**src/design/grid_steepest_ascent_walk_assert.svh**
```systemverilog
// ----------------------------------------------------------------------------
// grid_steepest_ascent_walk assertion macros
// concurrent checks that vanish when SYNTH is defined
// ----------------------------------------------------------------------------
`ifndef GRID_STEEPEST_ASCENT_WALK_ASSERT_SVH
`define GRID_STEEPEST_ASCENT_WALK_ASSERT_SVH

`ifndef SYNTH

// same-cycle implication, sampled on clk, off during reset
`define GSAW_ASSERT_IMPLIES(label, clk, rst_n, cond, prop) \
    label: assert property (@(posedge clk) disable iff (!rst_n) (cond) |-> (prop)) \
        else $error("gsaw assertion failed");

// next-cycle implication, sampled on clk, off during reset
`define GSAW_ASSERT_NEXT(label, clk, rst_n, cond, prop) \
    label: assert property (@(posedge clk) disable iff (!rst_n) (cond) |=> (prop)) \
        else $error("gsaw assertion failed");

`else

`define GSAW_ASSERT_IMPLIES(label, clk, rst_n, cond, prop)
`define GSAW_ASSERT_NEXT(label, clk, rst_n, cond, prop)

`endif

`endif

```
**src/design/gsaw_pkg.sv**
```systemverilog
// ----------------------------------------------------------------------------
// gsaw_pkg
// shared types and constants of the grid steepest ascent walk
// ----------------------------------------------------------------------------
package gsaw_pkg;

    localparam int DATA_W       = 32;
    localparam int DIM_W        = 4;
    localparam int CFG_IDX_W    = 1;
    localparam int DEF_MAX_ROWS = 8;
    localparam int DEF_MAX_COLS = 8;

    localparam logic [DIM_W-1:0] DIM_RESET = 4'd8;

    // configuration register indexes
    localparam logic [CFG_IDX_W-1:0] CFG_NUM_ROWS = 1'b0;
    localparam logic [CFG_IDX_W-1:0] CFG_NUM_COLS = 1'b1;

    typedef enum logic [2:0] {
        ST_LOAD,
        ST_START,
        ST_FETCH,
        ST_SCAN,
        ST_DRAIN,
        ST_DECIDE
    } state_t;

    // zero counts as one, anything above the maximum as the maximum
    function automatic logic [DIM_W-1:0] clamp_dim(input logic [DIM_W-1:0] v,
                                                   input int max_dim);
        logic [DIM_W-1:0] r;
        if (v == '0)
            r = DIM_W'(1);
        else if (int'(v) > max_dim)
            r = DIM_W'(max_dim);
        else
            r = v;
        return r;
    endfunction

endpackage

```
**src/design/grid_steepest_ascent_walk.sv**
```systemverilog
// ----------------------------------------------------------------------------
// grid_steepest_ascent_walk
// loads a signed matrix row by row, then climbs from cell (0,0) to a peak
// ----------------------------------------------------------------------------
// usage
//   cfg channel (cfg_valid/cfg_ready, cfg_index, cfg_data) sets num_rows and
//   num_cols; cfg_ready is always high, write only while the block is idle
//   a cell word is taken at each clock edge with start high and busy low,
//   one word per cycle while loading, row-major order
//   the word that completes the grid raises busy and starts the climb
//   steps from the last cell taken to the first path value, in order:
//   start and fetch of cell (0,0), a scan of the nine positions around it through
//   the single read port of the cell store, one compare drain, one decide
//   each further path value follows another scan, drain and decide
//   results: result_valid marks path_value/path_last for one cycle only;
//   path_last flags the peak, and busy drops in that same cycle
//   the receiver cannot stall, results must be taken as they appear
//   reset: grid size goes to 8 by 8, load count and position clear,
//   the cell store keeps whatever it holds until loaded
// ----------------------------------------------------------------------------
`include "grid_steepest_ascent_walk_assert.svh"

module grid_steepest_ascent_walk #(
    parameter int MAX_ROWS = gsaw_pkg::DEF_MAX_ROWS,
    parameter int MAX_COLS = gsaw_pkg::DEF_MAX_COLS
) (
    input  logic                                clk,
    input  logic                                rst_n,
    // cell word channel
    input  logic                                start,
    output logic                                busy,
    input  logic signed [gsaw_pkg::DATA_W-1:0]  cell_value,
    // result channel
    output logic                                result_valid,
    output logic signed [gsaw_pkg::DATA_W-1:0]  path_value,
    output logic                                path_last,
    // configuration channel
    input  logic                                cfg_valid,
    output logic                                cfg_ready,
    input  logic [gsaw_pkg::CFG_IDX_W-1:0]      cfg_index,
    input  logic [gsaw_pkg::DIM_W-1:0]          cfg_data
);

    localparam int DEPTH  = MAX_ROWS * MAX_COLS;
    localparam int ADDR_W = (DEPTH > 1) ? $clog2(DEPTH) : 1;
    localparam int CNT_W  = $clog2(DEPTH + 1);
    localparam int ROW_W  = (MAX_ROWS > 1) ? $clog2(MAX_ROWS) : 1;
    localparam int COL_W  = (MAX_COLS > 1) ? $clog2(MAX_COLS) : 1;
    localparam int PROD_W = ADDR_W + gsaw_pkg::DIM_W;
    localparam int DIM_W  = gsaw_pkg::DIM_W;
    localparam int NB_W   = 8;  // neighbor coordinate math, covers any grid size

    // ------------------------------------------------------------------
    // configuration registers
    // ------------------------------------------------------------------
    logic [DIM_W-1:0] num_rows_reg;
    logic [DIM_W-1:0] num_cols_reg;

    assign cfg_ready = 1'b1;

    always_ff @(posedge clk or negedge rst_n)
    begin
        if (!rst_n)
        begin
            num_rows_reg <= gsaw_pkg::DIM_RESET;
            num_cols_reg <= gsaw_pkg::DIM_RESET;
        end
        else if (cfg_valid && cfg_ready)
        begin
            unique case (cfg_index)
                gsaw_pkg::CFG_NUM_ROWS: num_rows_reg <= cfg_data;
                gsaw_pkg::CFG_NUM_COLS: num_cols_reg <= cfg_data;
                default: ;
            endcase
        end
    end

    // effective grid size
    logic [DIM_W-1:0] rows;
    logic [DIM_W-1:0] cols;
    logic [CNT_W-1:0] total;

    assign rows  = gsaw_pkg::clamp_dim(num_rows_reg, MAX_ROWS);
    assign cols  = gsaw_pkg::clamp_dim(num_cols_reg, MAX_COLS);
    assign total = CNT_W'({{DIM_W{1'b0}}, rows} * {{DIM_W{1'b0}}, cols});

    // ------------------------------------------------------------------
    // state
    // ------------------------------------------------------------------
    gsaw_pkg::state_t state_reg, state_next;

    logic [CNT_W-1:0] load_count_reg, load_count_next;
    logic [ROW_W-1:0] cur_row_reg, cur_row_next;
    logic [COL_W-1:0] cur_col_reg, cur_col_next;
    logic [1:0]       dr_reg, dr_next;      // scan offset, row
    logic [1:0]       dc_reg, dc_next;      // scan offset, column
    logic             moved_reg, moved_next;
    logic             p1_valid_reg, p1_valid_next;
    logic             result_valid_reg, result_valid_next;

    // payload, no reset
    logic signed [gsaw_pkg::DATA_W-1:0] cur_reg, cur_next;
    logic signed [gsaw_pkg::DATA_W-1:0] best_reg, best_next;
    logic [ROW_W-1:0]                   best_row_reg, best_row_next;
    logic [COL_W-1:0]                   best_col_reg, best_col_next;
    logic [ROW_W-1:0]                   p1_row_reg, p1_row_next;
    logic [COL_W-1:0]                   p1_col_reg, p1_col_next;
    logic signed [gsaw_pkg::DATA_W-1:0] path_value_reg, path_value_next;
    logic                               path_last_reg, path_last_next;

    // cell store ports
    logic                        ram_we;
    logic [ADDR_W-1:0]           ram_waddr;
    logic                        ram_re;
    logic [ADDR_W-1:0]           ram_raddr;
    logic [gsaw_pkg::DATA_W-1:0] ram_rdata;

    gsaw_cell_ram #(
        .DEPTH  (DEPTH),
        .ADDR_W (ADDR_W)
    ) u_cell_ram (
        .clk   (clk),
        .we    (ram_we),
        .waddr (ram_waddr),
        .wdata (cell_value),
        .re    (ram_re),
        .raddr (ram_raddr),
        .rdata (ram_rdata)
    );

    // ------------------------------------------------------------------
    // load slot: a count left over from a larger grid lands on the last cell
    // ------------------------------------------------------------------
    logic [CNT_W-1:0] load_slot;
    logic             load_done;
    logic             accept;

    assign busy      = (state_reg != gsaw_pkg::ST_LOAD);
    assign accept    = start && !busy;
    assign load_slot = (load_count_reg >= total) ? (total - CNT_W'(1)) : load_count_reg;
    assign load_done = (load_slot == (total - CNT_W'(1)));

    // ------------------------------------------------------------------
    // neighbor under scan: validity and store address
    // ------------------------------------------------------------------
    logic [NB_W-1:0]   nb_row;
    logic [NB_W-1:0]   nb_col;
    logic              nb_valid;
    logic [PROD_W-1:0] nb_addr;

    assign nb_row   = NB_W'(cur_row_reg) + NB_W'(dr_reg) - NB_W'(1);
    assign nb_col   = NB_W'(cur_col_reg) + NB_W'(dc_reg) - NB_W'(1);
    assign nb_valid = !(cur_row_reg == '0 && dr_reg == 2'd0)
                   && !(cur_col_reg == '0 && dc_reg == 2'd0)
                   && (nb_row < NB_W'(rows))
                   && (nb_col < NB_W'(cols));
    assign nb_addr  = PROD_W'(nb_row[ROW_W-1:0]) * PROD_W'(cols)
                    + PROD_W'(nb_col[COL_W-1:0]);

    // read data from the previous scan cycle beats the best so far
    logic rd_wins;
    assign rd_wins = p1_valid_reg && ($signed(ram_rdata) > best_reg);

    // ------------------------------------------------------------------
    // sequencer
    // ------------------------------------------------------------------
    always_comb
    begin
        state_next        = state_reg;
        load_count_next   = load_count_reg;
        cur_row_next      = cur_row_reg;
        cur_col_next      = cur_col_reg;
        dr_next           = dr_reg;
        dc_next           = dc_reg;
        moved_next        = moved_reg;
        p1_valid_next     = 1'b0;
        result_valid_next = 1'b0;
        cur_next          = cur_reg;
        best_next         = best_reg;
        best_row_next     = best_row_reg;
        best_col_next     = best_col_reg;
        p1_row_next       = nb_row[ROW_W-1:0];
        p1_col_next       = nb_col[COL_W-1:0];
        path_value_next   = path_value_reg;
        path_last_next    = path_last_reg;
        ram_we            = 1'b0;
        ram_waddr         = load_slot[ADDR_W-1:0];
        ram_re            = 1'b0;
        ram_raddr         = nb_addr[ADDR_W-1:0];

        // compare stage runs behind the scan reads
        if (rd_wins)
        begin
            best_next     = ram_rdata;
            best_row_next = p1_row_reg;
            best_col_next = p1_col_reg;
            moved_next    = 1'b1;
        end

        unique case (state_reg)
            gsaw_pkg::ST_LOAD:
            begin
                if (accept)
                begin
                    ram_we = 1'b1;
                    if (load_done)
                    begin
                        load_count_next = '0;
                        state_next      = gsaw_pkg::ST_START;
                    end
                    else
                    begin
                        load_count_next = load_slot + CNT_W'(1);
                    end
                end
            end

            gsaw_pkg::ST_START:
            begin
                // cell (0,0), already in the store
                ram_re       = 1'b1;
                ram_raddr    = '0;
                cur_row_next = '0;
                cur_col_next = '0;
                state_next   = gsaw_pkg::ST_FETCH;
            end

            gsaw_pkg::ST_FETCH:
            begin
                cur_next   = ram_rdata;
                best_next  = ram_rdata;
                moved_next = 1'b0;
                dr_next    = 2'd0;
                dc_next    = 2'd0;
                state_next = gsaw_pkg::ST_SCAN;
            end

            gsaw_pkg::ST_SCAN:
            begin
                ram_re        = nb_valid;
                p1_valid_next = nb_valid;
                if (dc_reg == 2'd2)
                begin
                    dc_next = 2'd0;
                    if (dr_reg == 2'd2)
                        state_next = gsaw_pkg::ST_DRAIN;
                    else
                        dr_next = dr_reg + 2'd1;
                end
                else
                begin
                    dc_next = dc_reg + 2'd1;
                end
            end

            gsaw_pkg::ST_DRAIN:
            begin
                state_next = gsaw_pkg::ST_DECIDE;
            end

            gsaw_pkg::ST_DECIDE:
            begin
                result_valid_next = 1'b1;
                path_value_next   = cur_reg;
                path_last_next    = !moved_reg;
                if (moved_reg)
                begin
                    cur_next     = best_reg;
                    cur_row_next = best_row_reg;
                    cur_col_next = best_col_reg;
                    moved_next   = 1'b0;
                    dr_next      = 2'd0;
                    dc_next      = 2'd0;
                    state_next   = gsaw_pkg::ST_SCAN;
                end
                else
                begin
                    state_next = gsaw_pkg::ST_LOAD;
                end
            end

            default:
            begin
                state_next = gsaw_pkg::ST_LOAD;
            end
        endcase
    end

    always_ff @(posedge clk or negedge rst_n)
    begin
        if (!rst_n)
        begin
            state_reg        <= gsaw_pkg::ST_LOAD;
            load_count_reg   <= '0;
            cur_row_reg      <= '0;
            cur_col_reg      <= '0;
            dr_reg           <= 2'd0;
            dc_reg           <= 2'd0;
            moved_reg        <= 1'b0;
            p1_valid_reg     <= 1'b0;
            result_valid_reg <= 1'b0;
        end
        else
        begin
            state_reg        <= state_next;
            load_count_reg   <= load_count_next;
            cur_row_reg      <= cur_row_next;
            cur_col_reg      <= cur_col_next;
            dr_reg           <= dr_next;
            dc_reg           <= dc_next;
            moved_reg        <= moved_next;
            p1_valid_reg     <= p1_valid_next;
            result_valid_reg <= result_valid_next;
        end
    end

    always_ff @(posedge clk)
    begin
        cur_reg        <= cur_next;
        best_reg       <= best_next;
        best_row_reg   <= best_row_next;
        best_col_reg   <= best_col_next;
        p1_row_reg     <= p1_row_next;
        p1_col_reg     <= p1_col_next;
        path_value_reg <= path_value_next;
        path_last_reg  <= path_last_next;
    end

    assign result_valid = result_valid_reg;
    assign path_value   = path_value_reg;
    assign path_last    = path_last_reg;

    // ------------------------------------------------------------------
    // checks
    // ------------------------------------------------------------------
    // a peak decision shows up as the last word with the block idle again
    `GSAW_ASSERT_NEXT(a_peak_ends_walk, clk, rst_n,
        (state_reg == gsaw_pkg::ST_DECIDE && !moved_reg),
        (result_valid && path_last && !busy))

    // more path values pending keeps the block busy
    `GSAW_ASSERT_IMPLIES(a_mid_path_busy, clk, rst_n,
        (result_valid && !path_last), busy)

    // neighbor compares only trail scan reads
    `GSAW_ASSERT_IMPLIES(a_compare_in_scan, clk, rst_n, p1_valid_reg,
        (state_reg == gsaw_pkg::ST_SCAN || state_reg == gsaw_pkg::ST_DRAIN))

endmodule

```
**src/design/gsaw_cell_ram.sv**
```systemverilog
// ----------------------------------------------------------------------------
// gsaw_cell_ram
// cell store: one write port, one read port with registered read data
// ----------------------------------------------------------------------------
module gsaw_cell_ram #(
    parameter int DEPTH  = gsaw_pkg::DEF_MAX_ROWS * gsaw_pkg::DEF_MAX_COLS,
    parameter int ADDR_W = (DEPTH > 1) ? $clog2(DEPTH) : 1
) (
    input  logic                        clk,
    input  logic                        we,
    input  logic [ADDR_W-1:0]           waddr,
    input  logic [gsaw_pkg::DATA_W-1:0] wdata,
    input  logic                        re,
    input  logic [ADDR_W-1:0]           raddr,
    output logic [gsaw_pkg::DATA_W-1:0] rdata
);

    logic [gsaw_pkg::DATA_W-1:0] mem [DEPTH];
    logic [gsaw_pkg::DATA_W-1:0] rdata_reg;

    always_ff @(posedge clk)
    begin
        if (we)
        begin
            mem[waddr] <= wdata;
        end
    end

    always_ff @(posedge clk)
    begin
        if (re)
        begin
            rdata_reg <= mem[raddr];
        end
    end

    assign rdata = rdata_reg;

endmodule

```
**config.mk**
```make
export PLATFORM = sky130hd
export DESIGN_NAME = grid_steepest_ascent_walk
export DESIGN_NICKNAME = d
export VERILOG_FILES = /design/src/design/gsaw_pkg.sv /design/src/design/grid_steepest_ascent_walk.sv /design/src/design/gsaw_cell_ram.sv
export VERILOG_INCLUDE_DIRS = /design/src /design/src/design
export SDC_FILE = /design/constraint.sdc
export NUM_CORES = 2
export LEC_CHECK = 0
export ABC_AREA = 1
export BUFFER_PORTS_ARGS = -buffer_cell sky130_fd_sc_hd__buf_2
export CAP_MARGIN = 20
export CORE_AREA = 2 2 487 537
export CTS_CLUSTER_SIZE = 14
export DETAILED_ROUTE_END_ITERATION = 8
export DIE_AREA = 0 0 489 539
export PLACE_DENSITY = 0.49
export SYNTH_ARGS = -nofsm -noshare
export SYNTH_HDL_FRONTEND = slang
export SYNTH_SLANG_ARGS = --single-unit
```
**constraint.sdc**
```tcl
create_clock -name clk -period 6.9 [get_ports clk]
set_input_delay 0.69 -clock clk [delete_from_list [all_inputs] [get_ports clk]]
set_output_delay 0.69 -clock clk [all_outputs]
set_load 0.02 [all_outputs]
```
# Word level (Yosys, flattened, before mapping)
# Memories as Yosys holds them, arrays and structs flattened. A register that Yosys moved wholly into a read port is not among the register bits.
# Index checks and enable logic that the tools add are counted.
totals:
  reg_bits: 140
  mem_bits_rw: 2048
  inputBits: 41
  output_inout_bits: 36
  wordCells: 120
  memories: 1
memory_table:
  columns: ["name", "depth", "word_bits", "read_ports", "rd_clocked_by_memory_dff", "wr", "line_no", "source"]
  rows:
  - ["u_cell_ram.mem", 64, 32, 1, 1, 1, "gsaw_cell_ram.sv:18", "logic [gsaw_pkg::DATA_W-1:0] mem [DEPTH];"]
classes:
  add_sub_neg: 9
  multipliers: 2
  magnitude_cmp: 6
  n_eq_ne: 14
  n_mux: 37
  bitwise_logic: 1
  n_reduce_logical: 31
op_table:
  columns: ["op", "count"]
  rows:
  - ["2-to-1 mux 32 bit", 3]
  - ["case mux 32 bit (2 select lines)", 1]
  - ["> comparator 32 bit", 1]
  - ["2-to-1 mux 3 bit", 6]
  - ["case mux 3 bit (6 select lines)", 1]
  - ["less-than comparator 8 x 4 -> 1 bit", 2]
  - ["2-to-1 mux 4 bit", 4]
  - ["2-to-1 mux 7 bit", 2]
  - ["inequality test 2 bit, second input constant", 6]
  - ["case mux 2 bit (3 select lines)", 2]
  - ["case mux 3 bit (2 select lines)", 2]
  - ["AND reduction 2 bit", 6]
  - ["2-to-1 mux 2 bit", 5]
  - ["subtractor 4 x 1 -> 5 bit, second input constant", 2]
  - ["logical NOT 3 bit", 3]
  - ["adder 3 x 2 -> 4 bit", 2]
  - ["> comparator 4 bit, second input constant", 2]
  - ["logical NOT 4 bit", 2]
  - ["2-to-1 mux 1 bit", 8]
  - ["AND reduction 4 bit", 2]
  - ["adder 7 x 1 -> 7 bit, second input constant", 1]
  - ["equality test 7 bit", 1]
  - [">= comparator 7 bit", 1]
  - ["logical AND 1 bit", 7]
  - ["16 further kinds", 28]

# Logic depth before layout (Yosys ltp)
logic_depth:
  word_depth: 10
  ltp_mapped: 29
  ltp_nobuf: 28

# Modules after synthesis
# Synthesis repeated with hierarchy kept, for this count alone.
hier_totals:
  hier_cells: 7580
  hier_area_um2: 90897.2
by_module_without_submodules:
  columns: ["module", "instances", "cells_each", "area_each_um2", "seq_area_each_um2"]
  rows:
  - ["gsaw_cell_ram", 1, 6769, 83058.4, 62459.9]
  - ["grid_steepest_ascent_walk", 1, 811, 7838.8, 3991.3]

# Worst setup path after synthesis
# No wires, ideal clock.
synth_path:
  path_kind: "reg-to-reg"
  start: "register num_cols_reg[3]"
  end: "memory u_cell_ram.mem[37][0] (netlist bit) (enable)"
  setup_time_ps: 461
  t_arrival_ps: 6337
  t_required_ps: 6439
  path_slack_ps: 102
  path_stages_with_launch: 23
  path_buffers: 1
  synth_period_minus_slack_ps: 6798
  path_cell_list: "dfstp_2 > inv_2 > nand2_1 > nor2_1 > fa_1 > inv_1 > fa_1 > fa_1 > xor2_1 > ha_1 > a21oi_1 > a21boi_2 > nand2_4 > nand2_4 > nand2_4 > buf_8 > nand2_2 > o21ai_4 > inv_2 > nand2_1 > nor3_2 > inv_2 > nor3_1"
synth_between:
  elab_chain_cells: 6
  word_cells_on_any_way: 8
  classes_between: "1 x add/sub; 1 x mul; 2 x order compare; 3 x mux; 1 x reduce/logical"
synth_lines:
  columns: ["item", "line_no", "source"]
  rows:
  - ["start: declaration", "grid_steepest_ascent_walk.sv:57", "logic [DIM_W-1:0] num_cols_reg;"]
  - ["start signal: assignment", "grid_steepest_ascent_walk.sv:66", "num_cols_reg <= gsaw_pkg::DIM_RESET;"]
  - ["start signal: assignment", "grid_steepest_ascent_walk.sv:72", "gsaw_pkg::CFG_NUM_COLS: num_cols_reg <= cfg_data;"]
  - ["> comparator 4 bit", "gsaw_pkg.sv:34", "else if (int'(v) > max_dim)"]
  - ["2-to-1 mux 4 bit", "gsaw_pkg.sv:34", null]
  - ["2-to-1 mux 4 bit (*)", "gsaw_pkg.sv:32", "if (v == '0)"]
  - ["multiplier 4 x 4 -> 7 bit (*)", "grid_steepest_ascent_walk.sv:85", "assign total = CNT_W'({{DIM_W{1'b0}}, rows} * {{DIM_W{1'b0}}, cols});"]
  - ["subtractor 7 x 1 -> 7 bit or >= comparator 7 bit (tied branches)", "grid_steepest_ascent_walk.sv:140", "assign load_slot = (load_count_reg >= total) ? (total - CNT_W'(1)) : load_count_reg;"]
  - ["2-to-1 mux 7 bit (*)", "grid_steepest_ascent_walk.sv:140", null]
  - ["end: declaration", "gsaw_cell_ram.sv:18", null]
# Every way passes the cells marked *; elsewhere a longest branch is shown, timed or not.

# Worst setup path after layout
layout_path:
  start: "register num_cols_reg[3]"
  end: "memory u_cell_ram.mem[56][12] (netlist bit) (enable)"
# Same word-level chain as after synthesis.

==> run summary <==
Endpoints failing hold -> 0
Post-synth EDFFs -> 2,183
Synth Register Bits -> 2,220
Setup TNS -> 0 ns
Avg Inst Size Synth -> 14.0 µm²
Min Tclk post-route -> 6.29 ns
Root Buffer -> clkbuf_16
Crit Path Max Fanout -> 32
Cells after synthesis -> 6,442
Worst-Margin Slew -> 1.17 ns
Largest register FFs -> 2,048
Avg Vias per Cell -> 5.46
Max Fclk -> 159 MHz
Area growth syn-to-layout -> 13.8%
Crit path arrival time -> 6.77 ns
Initial Util -> 34.8%
Grt ovf -> 0
Worst-path clk slew -> 0.06 ns
First-pass GRT wire length -> 394,000 µm
DR iter-0 viols -> 6,016
Layout cells sized above 1 -> 16.5%
Crit path kind -> flop to flop
TritonCTS Buffers -> 225
Crit path largest cell delay -> 0.57 ns
Crit. End Element -> flop
TritonCTS clock tree -> yes
WP data required -> 7.38 ns
Vias in the first global route -> 53,500
Initial antenna violation count -> 16
Final setup violation count -> 0
Synthesized Nets -> 6,571
Multi-input gate area -> 21,500 µm²
Nets -> 6,633
YS warnings -> 0
Setup bufs post-CTS -> 0
Family with the most delay on the worst path -> adder cells
Sequential Area -> 66,500 µm²
Clk Latency, worst-skew pair -> 0.88 ns
CP max stage cell -> dfstp_2
Longest Clk Path Bufs -> 4
Register area share after synthesis -> 73.9%
Max-Slew Margin vs Limit -> 20.9%
Ys flop type -> edfxtp_1
Port Buffers -> 75
Average wire per standard cell -> 27.2 µm
Router iterations before antenna repair -> 6
Outcome -> finished clean
Ys async rst share -> 1.40%
Full die area -> 264,000 µm²
Final Slew Violations -> 0
# rows -> 196
Max Cap Violations -> 0
# DRC -> 0
Filler cell count -> 23,900
Worst path cell trace -> inv_2, nand2_1, nor2_1, fa_1, inv_1, fa_1, fa_1, xor2_1, ha_1, a21oi_1, a21boi_2, nand2_4, nand2_4, nand2_4, nand2_2, o21ai_4, nor2_1, nand2_1, buf_4, nor2_4, buf_4
WP buf/inv -> 4
Die Wd -> 489 µm
Register name with the most flops -> u_cell_ram.mem
Wirelength, routed -> 276,000 µm
Io pins -> 77
Total number of vias -> 55,400
Final HPWL DP -> 161,000 µm
Placeable Area -> 258,000 µm²
Total track usage -> 20.5%
RSZ-0062 raised after global routing -> no
Resize count post-CTS -> 0
Synth cell types -> 51
Chip height -> 539 µm
Crit share post-route -> 91.1%
Clock Sinks -> 2,220
Nature of the critical path startpoint -> flop
Largest net degree at the start of global routing -> 138
DRT antenna net count -> 0
Routability congestion estimate -> 0.848
Post-Syn Area -> 89,900 µm²
Htree depth -> 4
Hold Buf Count CTS -> 1
Clock Skew -> 0.0550 ns
Worst Hold Class -> primary input to flop
layout make-up:
| class | instances | area share, % |
|---|---|---|
| Tap cell | 3465 | 4.24 |
| Timing Repair Buffer | 284 | 2.49 |
| Inverter | 157 | 0.606 |
| Clock buffer | 277 | 5.73 |
| Multi-Input combinational cell | 3616 | 21.0 |
| Sequential cell | 2220 | 64.9 |
| Clock inverter | 123 | 0.939 |
| Antenna cell | 6 | 0.0147 |
Yosys cell counts (37+ instances only):
cell | count | share of area [%]
edfxtp_1 | 2183 | 73
nor2_1 | 1255 | 5.2
o211ai_1 | 549 | 4.6
or2_2 | 401 | 2.8
nand3_1 | 329 | 1.8
o311ai_0 | 290 | 2.8
clkbuf_1 | 274 | 1.1
nand2_1 | 198 | 0.83
o21ai_0 | 182 | 1.0
inv_1 | 141 | 0.59
buf_2 | 132 | 0.73
o32ai_1 | 112 | 1.1
ha_1 | 78 | 1.1
o311ai_1 | 70 | 0.68
o31ai_1 | 37 | 0.31
final timing paths:
check                                      from  cells after the start  slack, ns                endpoint
worst max-delay path            num_cols_reg[3]                     21       0.61  u_cell_ram.mem[56][12]
worst min-delay path                cfg_data[3]                      3       0.13         num_rows_reg[3]
worst max register to register  num_cols_reg[3]                     21       0.61  u_cell_ram.mem[56][12]
worst min register to register      cur_reg[13]                      0       0.40          path_value[13]
max in group asynchronous                 rst_n                      2       5.87            p1_valid_reg
min in group asynchronous                 rst_n                      2       0.48          cur_row_reg[0]
cell families (layout without fill, tap and decap cells):
logic type               after synthesis  in the layout  synth area share, %
buffers and inverters                606            841                 2.76
other                                  1              7              0.00417
XOR/XNOR                              11             11                0.107
AND/OR/NAND/NOR                     2231           2231                 11.1
adder cells (fa/ha/maj)               88             88                 1.31
AO/OA/AOI/OAI                       1285           1285                 10.9
flip-flops                          2220           2220                 73.9
layout by cell type, fill, tap and decap left out, drive strengths merged, types with 3 or more instances in the layout:
cell / synthesis / layout
edfxtp: 2183 / 2183
nor2: 1262 / 1262
o211ai: 549 / 549
or2: 401 / 401
o311ai: 360 / 360
nand3: 331 / 331
buf: 175 / 282
clkbuf: 274 / 277
nand2: 212 / 212
o21ai: 190 / 190
inv: 155 / 158
o32ai: 112 / 112
clkinv: 2 / 101
ha: 78 / 78
o31ai: 37 / 37
dfrtp: 29 / 29
a21oi: 22 / 22
bufinv: 0 / 14
nand4: 13 / 13
fa: 10 / 10
nor3: 8 / 8
clkinvlp: 0 / 7
diode: 0 / 6
xor2: 6 / 6
dfxtp: 6 / 6
xnor2: 5 / 5
a211oi: 4 / 4
o22ai: 4 / 4
o21bai: 3 / 3
nor4: 3 / 3
stage by stage:
step | area (µm²) | std cells | utilization [%] | hold slack, ns | setup WS, ns
floorplan | 89900 | 6442 | - | 0.386 | 0.102
global placement | 95400 | 9736 | 37.0 | 0.386 | 0.675
detailed placement | 95500 | 9740 | 37.0 | 0.390 | 0.651
CTS | 102000 | 10100 | 39.6 | 0.108 | 0.633
global route | 102000 | 10100 | 39.6 | 0.149 | 0.263
finish | 102000 | 10100 | 39.6 | 0.127 | 0.615
layer usage:
layer / up-vias / global-route usage [%] / share of wire, %
li1: 24700 / - / -
met2: 1801 / 33.6 / 48
met3: 339 / 2.30 / 5.7
met1: 28600 / 28.6 / 43
met5: - / 0 / 0.0083
met4: 4 / 5.78 / 2.9
worst reg2reg max path: cells and delay by family (launching register included):
family / cells / cell delay [ns]
adder cells (fa/ha/maj): 4 / 1.80
AND/OR/NAND/NOR: 9 / 1.75
buffers and inverters: 4 / 1.01
flip-flops: 1 / 0.57
AO/OA/AOI/OAI: 3 / 0.47
XOR/XNOR: 1 / 0.33
Power is not shown: default switching activity piles up to over one toggle a cycle in this logic, so the estimate is an artifact.
